File: config.mk
export PLATFORM = sky130hd
export DESIGN_NAME = oversampled_uart_with_rx_ring
export DESIGN_NICKNAME = d
export VERILOG_FILES = /design/src/design/osur_pkg.sv /design/src/design/osur_tx.sv /design/src/design/osur_rx.sv /design/src/design/osur_ring.sv /design/src/design/oversampled_uart_with_rx_ring.sv
export SDC_FILE = /design/constraint.sdc
export NUM_CORES = 1
export LEC_CHECK = 0
export ABC_CLOCK_PERIOD_IN_PS = 2600
export BUFFER_PORTS_ARGS = -buffer_cell sky130_fd_sc_hd__buf_2
export CORE_MARGIN = 4
export CORE_UTILIZATION = 45
export DETAILED_ROUTE_END_ITERATION = 8
export GPL_TIMING_DRIVEN = 0
export PLACE_DENSITY = 0.74
export SETUP_SLACK_MARGIN = 0.15
export SYNTH_ARGS = -nofsm -noshare
export SYNTH_HDL_FRONTEND = slang
export SYNTH_SLANG_ARGS = --single-unit
File: constraint.sdc
create_clock -name clk -period 2.6 [get_ports clk]
set_input_delay 0.52 -clock clk [delete_from_list [all_inputs] [get_ports clk]]
set_output_delay 0.52 -clock clk [all_outputs]
set_load 0.02 [all_outputs]
File: src/design/osur_pkg.sv
`default_nettype none

package osur_pkg;

  localparam int RING_DEPTH    = 16;
  localparam int TICKS_PER_BIT = 4;
  localparam int LAST_DATA_BIT = 9;

  localparam int PTR_W  = $clog2(RING_DEPTH);
  localparam int TICK_W = $clog2(TICKS_PER_BIT);
  localparam int BIT_W  = 4;
  localparam int BYTE_W = 8;

  localparam int IN_TDATA_W  = 16;
  localparam int IN_TUSER_W  = 2;
  localparam int OUT_TDATA_W = 16;

  localparam int IN_LINE_POS  = 0;
  localparam int IN_BYTE_LSB  = 1;

  localparam int OUT_TX_LINE_POS  = 0;
  localparam int OUT_TX_BUSY_POS  = 1;
  localparam int OUT_RX_BUSY_POS  = 2;
  localparam int OUT_READY_POS    = 3;
  localparam int OUT_ACCEPTED_POS = 4;
  localparam int OUT_BYTE_LSB     = 5;
  localparam int OUT_VALID_POS    = 13;

  typedef enum logic [1:0] {
    ACT_TICK = 2'd0,
    ACT_SEND = 2'd1,
    ACT_READ = 2'd2
  } action_t;

  typedef struct packed {
    logic tick;
    logic send;
    logic read;
  } step_t;

endpackage

`default_nettype wire

File: src/design/osur_tx.sv
`default_nettype none

module osur_tx (
  input  wire logic                        clk,
  input  wire logic                        rst_n,
  input  wire osur_pkg::step_t             step,
  input  wire logic [osur_pkg::BYTE_W-1:0] send_byte,
  output logic                             tx_level,
  output logic                             tx_busy,
  output logic                             send_accepted
);

  logic [osur_pkg::BYTE_W-1:0] shift_r, shift_nxt;
  logic [osur_pkg::TICK_W-1:0] tick_r, tick_nxt;
  logic [osur_pkg::BIT_W-1:0]  bit_r, bit_nxt;
  logic                        active_r, active_nxt;
  logic                        level_r, level_nxt;

  always_comb begin
    shift_nxt     = shift_r;
    tick_nxt      = tick_r;
    bit_nxt       = bit_r;
    active_nxt    = active_r;
    level_nxt     = level_r;
    send_accepted = 1'b0;
    if (step.send && !active_r) begin
      shift_nxt     = send_byte;
      active_nxt    = 1'b1;
      send_accepted = 1'b1;
    end else if (step.tick && active_r) begin
      if (tick_r == osur_pkg::TICK_W'(osur_pkg::TICKS_PER_BIT - 1)) begin
        tick_nxt = '0;
        if (bit_r == '0) begin
          level_nxt = 1'b0;
        end else if (bit_r != osur_pkg::BIT_W'(osur_pkg::LAST_DATA_BIT)) begin
          level_nxt = shift_r[0];
          shift_nxt = shift_r >> 1;
        end else begin
          level_nxt = 1'b1;
        end
        if (bit_r == osur_pkg::BIT_W'(osur_pkg::LAST_DATA_BIT)) begin
          bit_nxt    = '0;
          active_nxt = 1'b0;
        end else begin
          bit_nxt = bit_r + osur_pkg::BIT_W'(1);
        end
      end else begin
        tick_nxt = tick_r + osur_pkg::TICK_W'(1);
      end
    end
  end

  always_ff @(posedge clk) begin
    if (!rst_n) begin
      shift_r  <= '0;
      tick_r   <= '0;
      bit_r    <= '0;
      active_r <= 1'b0;
      level_r  <= 1'b1;
    end else begin
      shift_r  <= shift_nxt;
      tick_r   <= tick_nxt;
      bit_r    <= bit_nxt;
      active_r <= active_nxt;
      level_r  <= level_nxt;
    end
  end

  assign tx_level = level_nxt;
  assign tx_busy  = active_nxt;

endmodule

`default_nettype wire

File: src/design/osur_rx.sv
`default_nettype none

module osur_rx (
  input  wire logic                        clk,
  input  wire logic                        rst_n,
  input  wire osur_pkg::step_t             step,
  input  wire logic                        rx_line,
  output logic                             rx_busy,
  output logic                             push,
  output logic [osur_pkg::BYTE_W-1:0]      push_data
);

  logic [osur_pkg::BYTE_W-1:0] asm_r, asm_nxt;
  logic [osur_pkg::TICK_W-1:0] tick_r, tick_nxt;
  logic [osur_pkg::BIT_W-1:0]  bit_r, bit_nxt;
  logic [osur_pkg::BIT_W-1:0]  bit_m1;
  logic                        active_r, active_nxt;

  assign bit_m1 = bit_r - osur_pkg::BIT_W'(1);

  always_comb begin
    asm_nxt    = asm_r;
    tick_nxt   = tick_r;
    bit_nxt    = bit_r;
    active_nxt = active_r;
    push       = 1'b0;
    if (step.tick) begin
      if (!active_r) begin
        if (!rx_line) begin
          tick_nxt   = osur_pkg::TICK_W'(osur_pkg::TICKS_PER_BIT / 2);
          active_nxt = 1'b1;
          bit_nxt    = '0;
        end
      end else if (tick_r == osur_pkg::TICK_W'(osur_pkg::TICKS_PER_BIT - 1)) begin
        tick_nxt = '0;
        if (bit_r == '0) begin
          if (!rx_line) begin
            bit_nxt = osur_pkg::BIT_W'(1);
            asm_nxt = '0;
          end else begin
            active_nxt = 1'b0;
          end
        end else if (bit_r < osur_pkg::BIT_W'(osur_pkg::LAST_DATA_BIT)) begin
          if (rx_line) begin
            asm_nxt[bit_m1[$clog2(osur_pkg::BYTE_W)-1:0]] = 1'b1;
          end
          bit_nxt = bit_r + osur_pkg::BIT_W'(1);
        end else if (bit_r == osur_pkg::BIT_W'(osur_pkg::LAST_DATA_BIT)) begin
          bit_nxt = bit_r + osur_pkg::BIT_W'(1);
        end else begin
          active_nxt = 1'b0;
          push       = 1'b1;
        end
      end else begin
        tick_nxt = tick_r + osur_pkg::TICK_W'(1);
      end
    end
  end

  always_ff @(posedge clk) begin
    if (!rst_n) begin
      asm_r    <= '0;
      tick_r   <= '0;
      bit_r    <= '0;
      active_r <= 1'b0;
    end else begin
      asm_r    <= asm_nxt;
      tick_r   <= tick_nxt;
      bit_r    <= bit_nxt;
      active_r <= active_nxt;
    end
  end

  assign rx_busy   = active_nxt;
  assign push_data = asm_r;

endmodule

`default_nettype wire

File: src/design/osur_ring.sv
`default_nettype none

module osur_ring (
  input  wire logic                        clk,
  input  wire logic                        rst_n,
  input  wire osur_pkg::step_t             step,
  input  wire logic                        push,
  input  wire logic [osur_pkg::BYTE_W-1:0] push_data,
  output logic                             pop_valid,
  output logic                             data_ready,
  output logic [osur_pkg::BYTE_W-1:0]      rdata_r
);

  logic [osur_pkg::BYTE_W-1:0] mem [osur_pkg::RING_DEPTH];
  logic [osur_pkg::PTR_W-1:0]  head_r, head_nxt;
  logic [osur_pkg::PTR_W-1:0]  tail_r, tail_nxt;

  function automatic logic [osur_pkg::PTR_W-1:0] ptr_inc(input logic [osur_pkg::PTR_W-1:0] p);
    ptr_inc = (p == osur_pkg::PTR_W'(osur_pkg::RING_DEPTH - 1)) ? '0
                                                              : p + osur_pkg::PTR_W'(1);
  endfunction

  assign pop_valid = step.read && (head_r != tail_r);

  always_comb begin
    head_nxt = head_r;
    tail_nxt = tail_r;
    if (push) begin
      head_nxt = ptr_inc(head_r);
    end
    if (pop_valid) begin
      tail_nxt = ptr_inc(tail_r);
    end
  end

  assign data_ready = (head_nxt != tail_nxt);

  always_ff @(posedge clk) begin
    if (!rst_n) begin
      head_r <= '0;
      tail_r <= '0;
    end else begin
      head_r <= head_nxt;
      tail_r <= tail_nxt;
    end
  end

  always_ff @(posedge clk) begin
    if (push) begin
      mem[head_r] <= push_data;
    end
    if (pop_valid) begin
      rdata_r <= mem[tail_r];
    end
  end

endmodule

`default_nettype wire

File: src/design/oversampled_uart_with_rx_ring.sv
// Channel | Direction | tdata (lowest bit up)                           | tuser
// in_     | slave     | rx_line, send_byte, zero pad to 16              | action
// out_    | master    | tx_line, tx_busy, rx_busy, data_ready,          | none
//         |           | send_accepted, read_byte, read_valid, zero pad  |
// One word is accepted per clock unless the output stalls; each word is taken into
// an input register and processed when the output register is free to take its result.
// A stalled output holds its word, and the input register and ready back up behind it.
// Synchronous active-low reset idles both serial engines and empties the receive ring.
`default_nettype none

module oversampled_uart_with_rx_ring (
  input  wire logic                             clk,
  input  wire logic                             rst_n,
  input  wire logic                             in_tvalid,
  output logic                                  in_tready,
  // rx_line, send_byte, zero pad
  input  wire logic [osur_pkg::IN_TDATA_W-1:0]  in_tdata,
  // action
  input  wire logic [osur_pkg::IN_TUSER_W-1:0]  in_tuser,
  output logic                                  out_tvalid,
  input  wire logic                             out_tready,
  // tx_line, tx_busy, rx_busy, data_ready, send_accepted, read_byte, read_valid, zero pad
  output logic [osur_pkg::OUT_TDATA_W-1:0]      out_tdata
);

  logic                        s1_valid_r;
  osur_pkg::action_t           s1_action_r;
  logic                        s1_line_r;
  logic [osur_pkg::BYTE_W-1:0] s1_byte_r;
  logic                        advance;
  osur_pkg::step_t             step;

  logic                        tx_level, tx_busy, send_accepted;
  logic                        rx_busy, push;
  logic [osur_pkg::BYTE_W-1:0] push_data;
  logic                        pop_valid, data_ready;
  logic [osur_pkg::BYTE_W-1:0] rdata_r;

  logic                        out_valid_r;
  logic                        tx_line_r, tx_busy_r, rx_busy_r, ready_r;
  logic                        accepted_r, read_valid_r;

  assign advance   = s1_valid_r && (!out_valid_r || out_tready);
  assign in_tready = !s1_valid_r || advance;

  always_comb begin
    step = '0;
    if (advance) begin
      unique case (s1_action_r)
        osur_pkg::ACT_TICK: step.tick = 1'b1;
        osur_pkg::ACT_SEND: step.send = 1'b1;
        osur_pkg::ACT_READ: step.read = 1'b1;
        default:            step      = '0;
      endcase
    end
  end

  always_ff @(posedge clk) begin
    if (!rst_n) begin
      s1_valid_r <= 1'b0;
    end else if (in_tready) begin
      s1_valid_r <= in_tvalid;
    end
  end

  always_ff @(posedge clk) begin
    if (in_tready && in_tvalid) begin
      s1_action_r <= osur_pkg::action_t'(in_tuser);
      s1_line_r   <= in_tdata[osur_pkg::IN_LINE_POS];
      s1_byte_r   <= in_tdata[osur_pkg::IN_BYTE_LSB +: osur_pkg::BYTE_W];
    end
  end

  osur_tx u_tx (
    .clk           (clk),
    .rst_n         (rst_n),
    .step          (step),
    .send_byte     (s1_byte_r),
    .tx_level      (tx_level),
    .tx_busy       (tx_busy),
    .send_accepted (send_accepted)
  );

  osur_rx u_rx (
    .clk       (clk),
    .rst_n     (rst_n),
    .step      (step),
    .rx_line   (s1_line_r),
    .rx_busy   (rx_busy),
    .push      (push),
    .push_data (push_data)
  );

  osur_ring u_ring (
    .clk        (clk),
    .rst_n      (rst_n),
    .step       (step),
    .push       (push),
    .push_data  (push_data),
    .pop_valid  (pop_valid),
    .data_ready (data_ready),
    .rdata_r    (rdata_r)
  );

  always_ff @(posedge clk) begin
    if (!rst_n) begin
      out_valid_r <= 1'b0;
    end else if (advance) begin
      out_valid_r <= 1'b1;
    end else if (out_tready) begin
      out_valid_r <= 1'b0;
    end
  end

  always_ff @(posedge clk) begin
    if (advance) begin
      tx_line_r    <= tx_level;
      tx_busy_r    <= tx_busy;
      rx_busy_r    <= rx_busy;
      ready_r      <= data_ready;
      accepted_r   <= send_accepted;
      read_valid_r <= pop_valid;
    end
  end

  assign out_tvalid = out_valid_r;

  always_comb begin
    out_tdata                                   = '0;
    out_tdata[osur_pkg::OUT_TX_LINE_POS]        = tx_line_r;
    out_tdata[osur_pkg::OUT_TX_BUSY_POS]        = tx_busy_r;
    out_tdata[osur_pkg::OUT_RX_BUSY_POS]        = rx_busy_r;
    out_tdata[osur_pkg::OUT_READY_POS]          = ready_r;
    out_tdata[osur_pkg::OUT_ACCEPTED_POS]       = accepted_r;
    out_tdata[osur_pkg::OUT_BYTE_LSB +: osur_pkg::BYTE_W] =
      read_valid_r ? rdata_r : '0;
    out_tdata[osur_pkg::OUT_VALID_POS]          = read_valid_r;
  end

endmodule

`default_nettype wire

Word level (Yosys, flattened, before mapping)
Memories as Yosys holds them, arrays and structs flattened. A register that Yosys moved wholly into a read port is not among the register bits.
Index checks and enable logic that the tools add are counted.

word-level totals
  register bits after elaboration = 58
  RAM bits = 128
  input port bits = 22
  output and inout port bits = 18
  logic and storage cells = 137
  memories = 1

memory list
  name        depth  width  read ports  clocked after Yosys merged registers in  wr ports  line             source
  u_ring.mem  16     8      1           1                                        1         osur_ring.sv:14  logic [osur_pkg::BYTE_W-1:0] mem [osur_pkg::RING_DEPTH];

operators by class
  add/sub/neg operators = 7
  order comparisons = 3
  eq/ne operators = 17
  muxes and demuxes = 59
  bitwise gates (word level) = 2
  reduce and logical (&&, ||, !) cells = 26

operators by type and width
  kind                 number
  $mux 8               10
  $mux 4               12
  $mux 1               31
  $add 4x1->4 const B  4
  $eq 4x4->1 const B   4
  $reduce_bool 2->1    6
  $logic_not 4->1      2
  $mux 2               4
  $ne 4x4->1           2
  $ne 4x4->1 const B   2
  $or 8x8->8           1
  $eq 2x2->1 const B   3
  $logic_and 1x1->1    6
  $reduce_and 6->1     1
  $reduce_and 5->1     1
  $add 2x1->2 const B  2
  $lt 3x4->1 const B   1
  $lt 4x4->1 const B   1
  $ne 2x1->1 const B   2
  $ne 2x2->1 const B   2
  $reduce_and 2->1     2
  $reduce_and 4->1     1
  $demux 1 s3          1
  $ge 3x1->1 const B   1
  other kinds (9)      12

Logic depth before layout (Yosys ltp)
Gate-level depths: netlist of the first run.

  depth in word-level cells = 9
  mapped depth = 8
  gate-level depth less buffers = 8

Cells and area by module
From an unflattened synthesis of the first run, not the netlist that was laid out.

second synthesis, totals
  cell total of the unflattened synthesis = 550
  area, all modules = 8151.6 um2

modules (own cells, without submodules)
  module                         instances  cells an instance  area an instance (um2)  sequential area each (um2)
  osur_ring                      1          317                5790.6                  4244.1
  osur_rx                        1          102                828.3                   300.3
  osur_tx                        1          85                 775.7                   320.3
  oversampled_uart_with_rx_ring  1          46                 757.0                   550.5

Worst setup path after synthesis of the first run
OpenSTA, ideal clock, no wires.

  path type = in2reg
  from = in out_tready
  to = mem u_ring.mem[0][0] in the netlist's numbering, enable pin
  library setup time = 383 ps
  arrival = 2025 ps
  data required time = 2217 ps
  path slack = 192 ps
  stages = 6
  buffers on the path = 1
  cells stage by stage = nor2b_4 > buf_6 > or3_4 > nor3_4 > nand2_1 > nor3_1

between the ends
  longest elaborated chain between the ends = 6

RTL lines
  what                          line                                 source
  start, declared               oversampled_uart_with_rx_ring.sv:21  input wire logic out_tready,
  $logic_or 1x1->1              oversampled_uart_with_rx_ring.sv:43  assign advance = s1_valid_r && (!out_valid_r || out_tready);
  $logic_and 1x1->1             oversampled_uart_with_rx_ring.sv:43
  $mux 3                        oversampled_uart_with_rx_ring.sv:48  if (advance) begin
  $mux 1                        osur_rx.sv:27                        if (step.tick) begin
  $mux 1                        osur_ring.sv:49                      if (push) begin
  $mux 1 (implied by the code)  osur_ring.sv:50                      mem[head_r] <= push_data;
  end, declared                 osur_ring.sv:14

Every way passes these cells.

Worst setup path in the final report of the first run
  from = reg u_ring.tail_r[1] in the netlist's numbering
  to = reg u_ring.rdata_r[2] in the netlist's numbering (read register of u_ring.mem) (data pin)

between the ends
  longest elaborated chain between the ends = 2

RTL lines
  what                    line             source
  start, declared         osur_ring.sv:16  logic [osur_pkg::PTR_W-1:0] tail_r, tail_nxt;
  start signal, assigned  osur_ring.sv:44  tail_r <= tail_nxt;
  $ne 4x4->1              osur_ring.sv:23  assign pop_valid = step.read && (head_r != tail_r);
  $logic_and 1x1->1       osur_ring.sv:23
  end, declared           osur_ring.sv:11  output logic [osur_pkg::BYTE_W-1:0] rdata_r

Parallel ways exist; a longest one is shown, timed or not.
A chain may end at the register's enable or synchronous reset.

==> summary.md, run 1 <==
| Metric | Value |
|---|---|
| Initial Utilization | `46.3%` |
| Via/cell ratio | `5.59` |
| Layout Utilization | `between 50% and 60%` |
| Via count | `around 4400` |
| CP startpoint | `u_ring.tail_r[1]` |
| Drc violations | `0` |
| H-tree level count | `4` |
| Crit Path Max Fanout | `10` |
| Die area | `around 0.020 sq mm` |
| CP Data Required Time | `2.77 ns` |
| Die Ht | `142 um` |
| Cells after DPL | `between 700 and 800` |
| #FFs+latches synth | `194` |
| RSZ-0062 raised after global routing | `no` |
| Detailed Place HPWL | `roughly 10000 um` |
| R2R Setup Slk | `approximately 0.26 ns` |
| # fillers | `between 1000 and 1500` |
| Area grow syn2layout | `17.0%` |
| IO buf count | `30` |
| Endpoints failing setup | `0` |
| Min-delay src | `in_tdata[7]` |
| Total grt overflow | `0` |
| Worst r2r src | `u_ring.tail_r[1]` |
| Cells after synthesis | `495` |
| Slew Limit Fails | `0` |
| Skew final | `0.0133 ns` |
| Asr flop ratio synth | `0%` |
| Synth Warn # | `0` |
| FP Rows | `48` |
| Tcrit/Tclk final | `approximately nine tenths` |
| Slew @ Worst Pin | `approximately 0.9 ns` |
| CTS tree | `yes` |
| RR Endpoint | `u_ring.rdata_r[2]` |
| Type of origin of the critical path | `flop` |
| TritonCTS Buffers | `17` |
| Worst Setup Path Type | `reg -> reg` |
| CTS root buf | `clkbuf_16` |
| Detailed-route wire length per cell | `20.8 um` |
| Synth Flop Type | `edfxtp_1` |
| Worst hold stages | `1` |
| Width of the die | `142 um` |
| Largest buffer count on any clock path | `2` |
| Iter 0 DRT Violations | `between 400 and 500` |
| GRT Total Usage | `between 10% and 20%` |
| Final RePlAce weighted congestion | `0.815` |
| Fmax | `approximately 430 MHz` |
| Placed cell areas | `0.00849 sq mm` |
| Min cycle time layout | `2.34 ns` |
| DRT Wirelength | `16500 um` |
| CP endpoint kind | `flop` |
| Clk sinks | `around 190` |
| Global-route wire length before repair | `25600 um` |
| Number of synthesized flops with an enable pin | `153` |
| Synth cell types | `54` |
| Worst reg2reg path depth | `4` |
| Sum Neg Setup Slack | `0 ns` |
| PwrDens | `between 600 and 700 mW/mm^2` |
| Maximum capacitance violations | `0` |
| Status | `complete, no violations` |
| Initial antenna violation count | `0` |
| Worst-skew pair later-pin latency | `0.43 ns` |
| Final Hold Fails | `0` |
| CTS clk-pin slew, worst paths | `~0.07 ns` |
| IR drop worst, VDD | `roughly 0.0005 V` |
| Final Instance Area | `~0.0094 sq mm` |
| Post-synthesis sequential area ratio | `67.2%` |
| Largest net degree at the start of global routing | `18` |
| Fin nets | `slightly below 600` |
| Area of the core | `around 0.017 sq mm` |
| Drt pass-1 iters | `5` |
| Relative slew slack | `approximately two fifths` |
| Hold WC Path Type | `in -> reg` |
| Antenna viol nets, final | `0` |
| CP Data Arrival Time | `2.51 ns` |
| Leakage Power | `3.15 nW` |
| Mean Syn Cell Area | `16.3 sq um` |
| Synthesized area | `~0.008 sq mm` |
| Fin cells | `between 700 and 800` |
| Antenna diode count | `0` |
| Number of I/O pins | `40` |
| Proportion of layout cells with a drive suffix above 1 | `between 20% and 30%` |
| Vias in the first global route | `~4500` |
| Setup crit end | `u_ring.rdata_r[2]` |
==> synth_stat cells, types with 6 or more instances <==
library cell  instances  area (sq um)
edfxtp_1            153          4590
nor2_1               25          93.8
nand2_1              22          82.6
xnor2_1              11          96.3
o21ai_0              12          60.1
nand3_1               8          40.0
inv_1                 7          26.3
a31oi_1               6          37.5
ha_1                 11           138
dfxtp_1              41           821
a21oi_1              16          80.1
mux4_2               40           901
buf_4                11          82.6
a21boi_0              6          45.0
and2_1               14          87.6
nor3_1                9          45.0
nand2b_1              6          37.5
mux2i_1              11           110
nor2b_1              12          75.1
o21a_1                7          52.6
clkbuf_1             12          45.0
==> repair_timing <==
action,4_1_cts,5_1_grt
pin swaps,9,2
setup buffers,10,3
setup endpoints to repair,129,132
hold buffers,0,0
gates cloned,0,0
gates resized for setup,31,15
==> layer usage <==
layer	track usage, %	part of all wire, %	wire (um)
met3	3.17	5.3	875
met4	5.51	1.7	284
met1	22.3	40	6680
met5	0	0	0
met2	28.6	53	8690
==> cells in the final DEF, fill, tap and decap left out, drive strengths merged, types with 14 or more instances in the layout <==
cell and instances:
nor3 14, and2 14, buf 59, nand2 22, clkbuf 34, edfxtp 153
nor2 25, mux4 40, a21oi 16, dfxtp 41
==> state kept, by name, summed over array words and instances (netlist names), 4 cells and up <==
name and cells:
s1_byte_r 8, u_ring.head_r 4, u_ring.mem 128, u_ring.rdata_r 8
u_ring.tail_r 4, u_rx.bit_r 4, u_rx.push_data 8, u_tx.bit_r 4
u_tx.shift_r 8
==> layout make-up <==
type | count | area (sq um) | area share, %
flip-flops and latches | 194 | 5420 | 57.5
multi-input cells | 264 | 2580 | 27.4
clock buffers | 20 | 437 | 4.63
repair buffers | 43 | 348 | 3.69
well taps | 225 | 282 | 2.99
plain buffers | 30 | 203 | 2.15
clock inverters | 12 | 129 | 1.37
inverters | 8 | 30.0 | 0.319
==> where the power goes <==
part | internal, W | switching [W] | leakage, nW
sequential | 0.00332 | 0.0000157 | 1.77
clock | 0.00142 | 0.00112 | 0.271
combinational | 0.0000377 | 0.0000516 | 1.11
total | 0.00478 | 0.00119 | 3.15
==> through the flow <==
stage	setup WS, ns	hold WS, ns	power [W]
floorplan	0.192	0.427	0.00346
global placement	-0.379	0.453	0.00349
detailed placement	-0.431	0.453	0.00350
CTS	0.0648	0.244	0.00600
global route	0.165	0.235	0.00618
finish	0.257	0.261	0.00597
==> worst max-delay path, cell delays in order, from the launching register on <==
cell	delay, ns
dfxtp_1	0.33
buf_2	0.25
clkbuf_1	0.56
mux4_2	0.45
mux4_2	0.48
==> worst min path at each step <==
stage / to / slack, ns
floorplan: u_rx.tick_r[1] / 0.43
global placement: u_tx.tick_r[1] / 0.45
finish: s1_byte_r[6] / 0.26
detailed placement: u_rx.tick_r[1] / 0.45
global route: s1_byte_r[6] / 0.23
CTS: s1_byte_r[6] / 0.24
==> cell families after synthesis <==
| group | count (synthesis) | synth area share, % |
|---|---|---|
| AO/OA/AOI/OAI | 62 | 5.26 |
| XOR/XNOR | 15 | 1.63 |
| adder cells (fa/ha/maj) | 11 | 1.71 |
| buffers and inverters | 38 | 2.81 |
| flip-flops | 194 | 67.2 |
| multiplexers | 51 | 12.5 |
| other | 1 | 0.0465 |
| AND/OR/NAND/NOR | 123 | 8.79 |
Power figures use the tool's default switching activity.
==> inputs of run 2 (changes only) <==
- GPL_TIMING_DRIVEN: 0 -> 1
==> run 2 against run 1 <==
Against the previous run: setup slack improved by 0.099 ns; critical endpoint is now ready_r; cell count decreased by 2.6%; register-to-register slack improved by 0.099 ns; final area decreased by 3.3%; critical path type unchanged; via count decreased by 4.1%; first-iteration DRC count decreased by 15%; sequential share of layout area increased by 2.0 points; wire length decreased by 12%; largest cell class unchanged; flip-flop and latch count unchanged; clock power increased by 6%; combinational power decreased by 14%.
==> summary.md, run 2 (synthesis gave the netlist of run 1 again) <==
| Metric | Value |
|---|---|
| CTS tree | `yes (unchanged)` |
| Pint | `0.00490 W (was 0.00478 W)` |
| IR drop worst, VDD | `0.000446 V (was 0.000487 V)` |
| Clock share of power | `44.2% (was 42.6%)` |
| Drt pass-1 iters | `5 (unchanged)` |
| Sw Pwr | `0.00122 W (was 0.00119 W)` |
| GRT Total Usage | `15.2% (was 16.9%)` |
| Area of the core | `0.0174 sq mm (unchanged)` |
| RSZ-0062 raised after global routing | `no (unchanged)` |
| Largest net degree at the start of global routing | `36 (was 18)` |
| Maximum capacitance violations | `0 (unchanged)` |
| Multi-input logic area | `0.00243 sq mm (was 0.00258 sq mm)` |
| Endpoints failing setup | `0 (unchanged)` |
| Slew Limit Fails | `0 (unchanged)` |
| FP Rows | `48 (unchanged)` |
| Tcrit/Tclk final | `86.3% (was 90.1%)` |
| Worst reg2reg path depth | `8 (was 4)` |
| Hold WC Path Type | `in -> reg (unchanged)` |
| Antenna diode count | `0 (unchanged)` |
| DRT Wirelength | `14600 um (was 16500 um)` |
| Fin nets | `570 (was 591)` |
| Most flop-heavy register | `u_ring.mem (unchanged)` |
| CP Data Arrival Time | `2.41 ns (was 2.51 ns)` |
| Hold slack | `0.260 ns (was 0.261 ns)` |
| Initial Utilization | `46.3% (unchanged)` |
| Cells after DPL | `743 (was 751)` |
| Max reg flops | `128 (unchanged)` |
| Comb pwr share | `1.3% (was 1.5%)` |
| Width of the die | `142 um (unchanged)` |
| Relative slew slack | `34.4% (was 38.6%)` |
| Number of I/O pins | `40 (unchanged)` |
| Die Ht | `142 um (unchanged)` |
| Status | `complete, no violations (unchanged)` |
| Cts-stage hold buffer count | `0 (unchanged)` |
| Detailed-route wire length per cell | `18.8 um (was 20.8 um)` |
| Iter 0 DRT Violations | `389 (was 458)` |
| Worst hold stages | `1 (unchanged)` |
| CP Data Required Time | `2.77 ns (about the same)` |
| Net Sw Frac | `20.0% (was 19.9%)` |
| TritonCTS Buffers | `17 (unchanged)` |
| Final RePlAce weighted congestion | `0.813 (was 0.815)` |
| Global-route wire length before repair | `23200 um (was 25600 um)` |
| Total grt overflow | `0 (unchanged)` |
| Clk sinks | `194 (unchanged)` |
| Antenna viol nets, final | `0 (unchanged)` |
| Fmax | `446 MHz (was 427 MHz)` |
| IO buf count | `30 (unchanged)` |
| CTS root buf | `clkbuf_16 (unchanged)` |
| Min cycle time layout | `2.24 ns (was 2.34 ns)` |
| Vias in the first global route | `4261 (was 4477)` |
| Initial antenna violation count | `0 (unchanged)` |
| Detailed Place HPWL | `9740 um (was 10500 um)` |
| CTS clk-pin slew, worst paths | `0.07 ns (about the same)` |
| Slew @ Worst Pin | `0.978 ns (was 0.915 ns)` |
| Drc violations | `0 (unchanged)` |
| H-tree level count | `4 (unchanged)` |
| Area grow syn2layout | `13.1% (was 17.0%)` |
| Die area | `0.0201 sq mm (unchanged)` |
| Final Hold Fails | `0 (unchanged)` |
| Via count | `4265 (was 4449)` |
| Leakage Power | `3.09 nW (was 3.15 nW)` |
| Seq. cell area | `0.00542 sq mm (about the same)` |
| Largest buffer count on any clock path | `2 (unchanged)` |
| Crit Path Max Fanout | `7 (was 10)` |
| Commonest cells after routing, fill and taps aside | `edfxtp_1, mux4_2, dfxtp_1 (unchanged)` |
| Worst Setup Path Type | `reg -> reg (unchanged)` |
| PwrDens | `671 mW/mm^2 (was 634 mW/mm^2)` |
| Via/cell ratio | `5.50 (was 5.59)` |
| Fin cells | `775 (was 796)` |
| Type of origin of the critical path | `flop (unchanged)` |
| Sum Neg Setup Slack | `0 ns (unchanged)` |
| Proportion of layout cells with a drive suffix above 1 | `25.8% (was 29.8%)` |
| Skew final | `0.0107 ns (was 0.0133 ns)` |
| # fillers | `1373 (was 1329)` |
| CP endpoint kind | `flop (unchanged)` |
| Most common cell after layout, fill and taps aside | `edfxtp_1 (unchanged)` |
| Seq pwr share | `54.6% (was 55.9%)` |
| Worst-skew pair later-pin latency | `0.43 ns (about the same)` |
## run 2: changes by cell type in the layout (fill, tap and decap cells not counted), moves of 4 or more
cell / delta
clkbuf_1: -12
nor2_4: -11
nor2_1: +13
nor3_1: +4
buf_4: +4
nor3_4: -4
buf_12: -6
buf_6: -4
## run 2: final timing paths
check                      from      endpoint  slack [ns]
setup reg to reg  u_rx.bit_r[0]       ready_r        0.36
hold reg to reg    u_tx.level_r  u_tx.level_r        0.48
setup / recovery  u_rx.bit_r[0]       ready_r        0.36
hold / removal      in_tdata[4]  s1_byte_r[3]        0.26
## run 2: repair_timing
action,4_1_cts,5_1_grt
gates resized for setup,0,2
setup endpoints to repair,0,49
buffers inserted,0,0
## run 2: through the flow
stage	setup WS, ns	power [W]	utilization (%)	instance area [sq um]
6_report	0.356	0.00612	52.3	9110
2_1_floorplan	0.192	0.00346	-	8060
4_1_cts	0.241	0.00617	52.3	9100
5_1_grt	0.186	0.00631	52.3	9110
3_5_place_dp	0.277	0.00349	48.7	8490
3_3_place_gp	0.352	0.00348	48.7	8490
## run 2: power by group through the flow
stage               Clock (W)  Combinational [W]  Sequential [W]
finish                0.00270          0.0000768         0.00334
global route          0.00289          0.0000854         0.00334
CTS                   0.00275          0.0000774         0.00334
detailed placement          0          0.0000767         0.00341
global placement            0          0.0000734         0.00341
floorplan                   0          0.0000580         0.00340
## run 2: worst max-delay path, stage by stage (launching register included)
cell and delay [ns]:
dfxtp_2 0.39, inv_1 0.09, ha_1 0.26, nor2_1 0.22, o21ai_2 0.12, o41ai_1 0.47
o41ai_2 0.18, xor2_1 0.16, nand4_1 0.10
## run 2: layout make-up
type	count	share of cell area, %
multi-input combinational	264	26.6
clock inverter	15	2.10
clock buffer	17	4.67
inverter	8	0.329
sequential	194	59.4
tap	225	3.09
timing repair buffer	52	3.73
## run 2: metal layers
layer	up-vias	track usage, %	wire length [um]	share of wire [%]
li1	1985	-	-	-
met2	99	25.5	7570	52
met3	17	3.20	655	4.5
met4	0	6.06	275	1.9
met1	2164	19.5	6070	42
met5	-	0	0	0
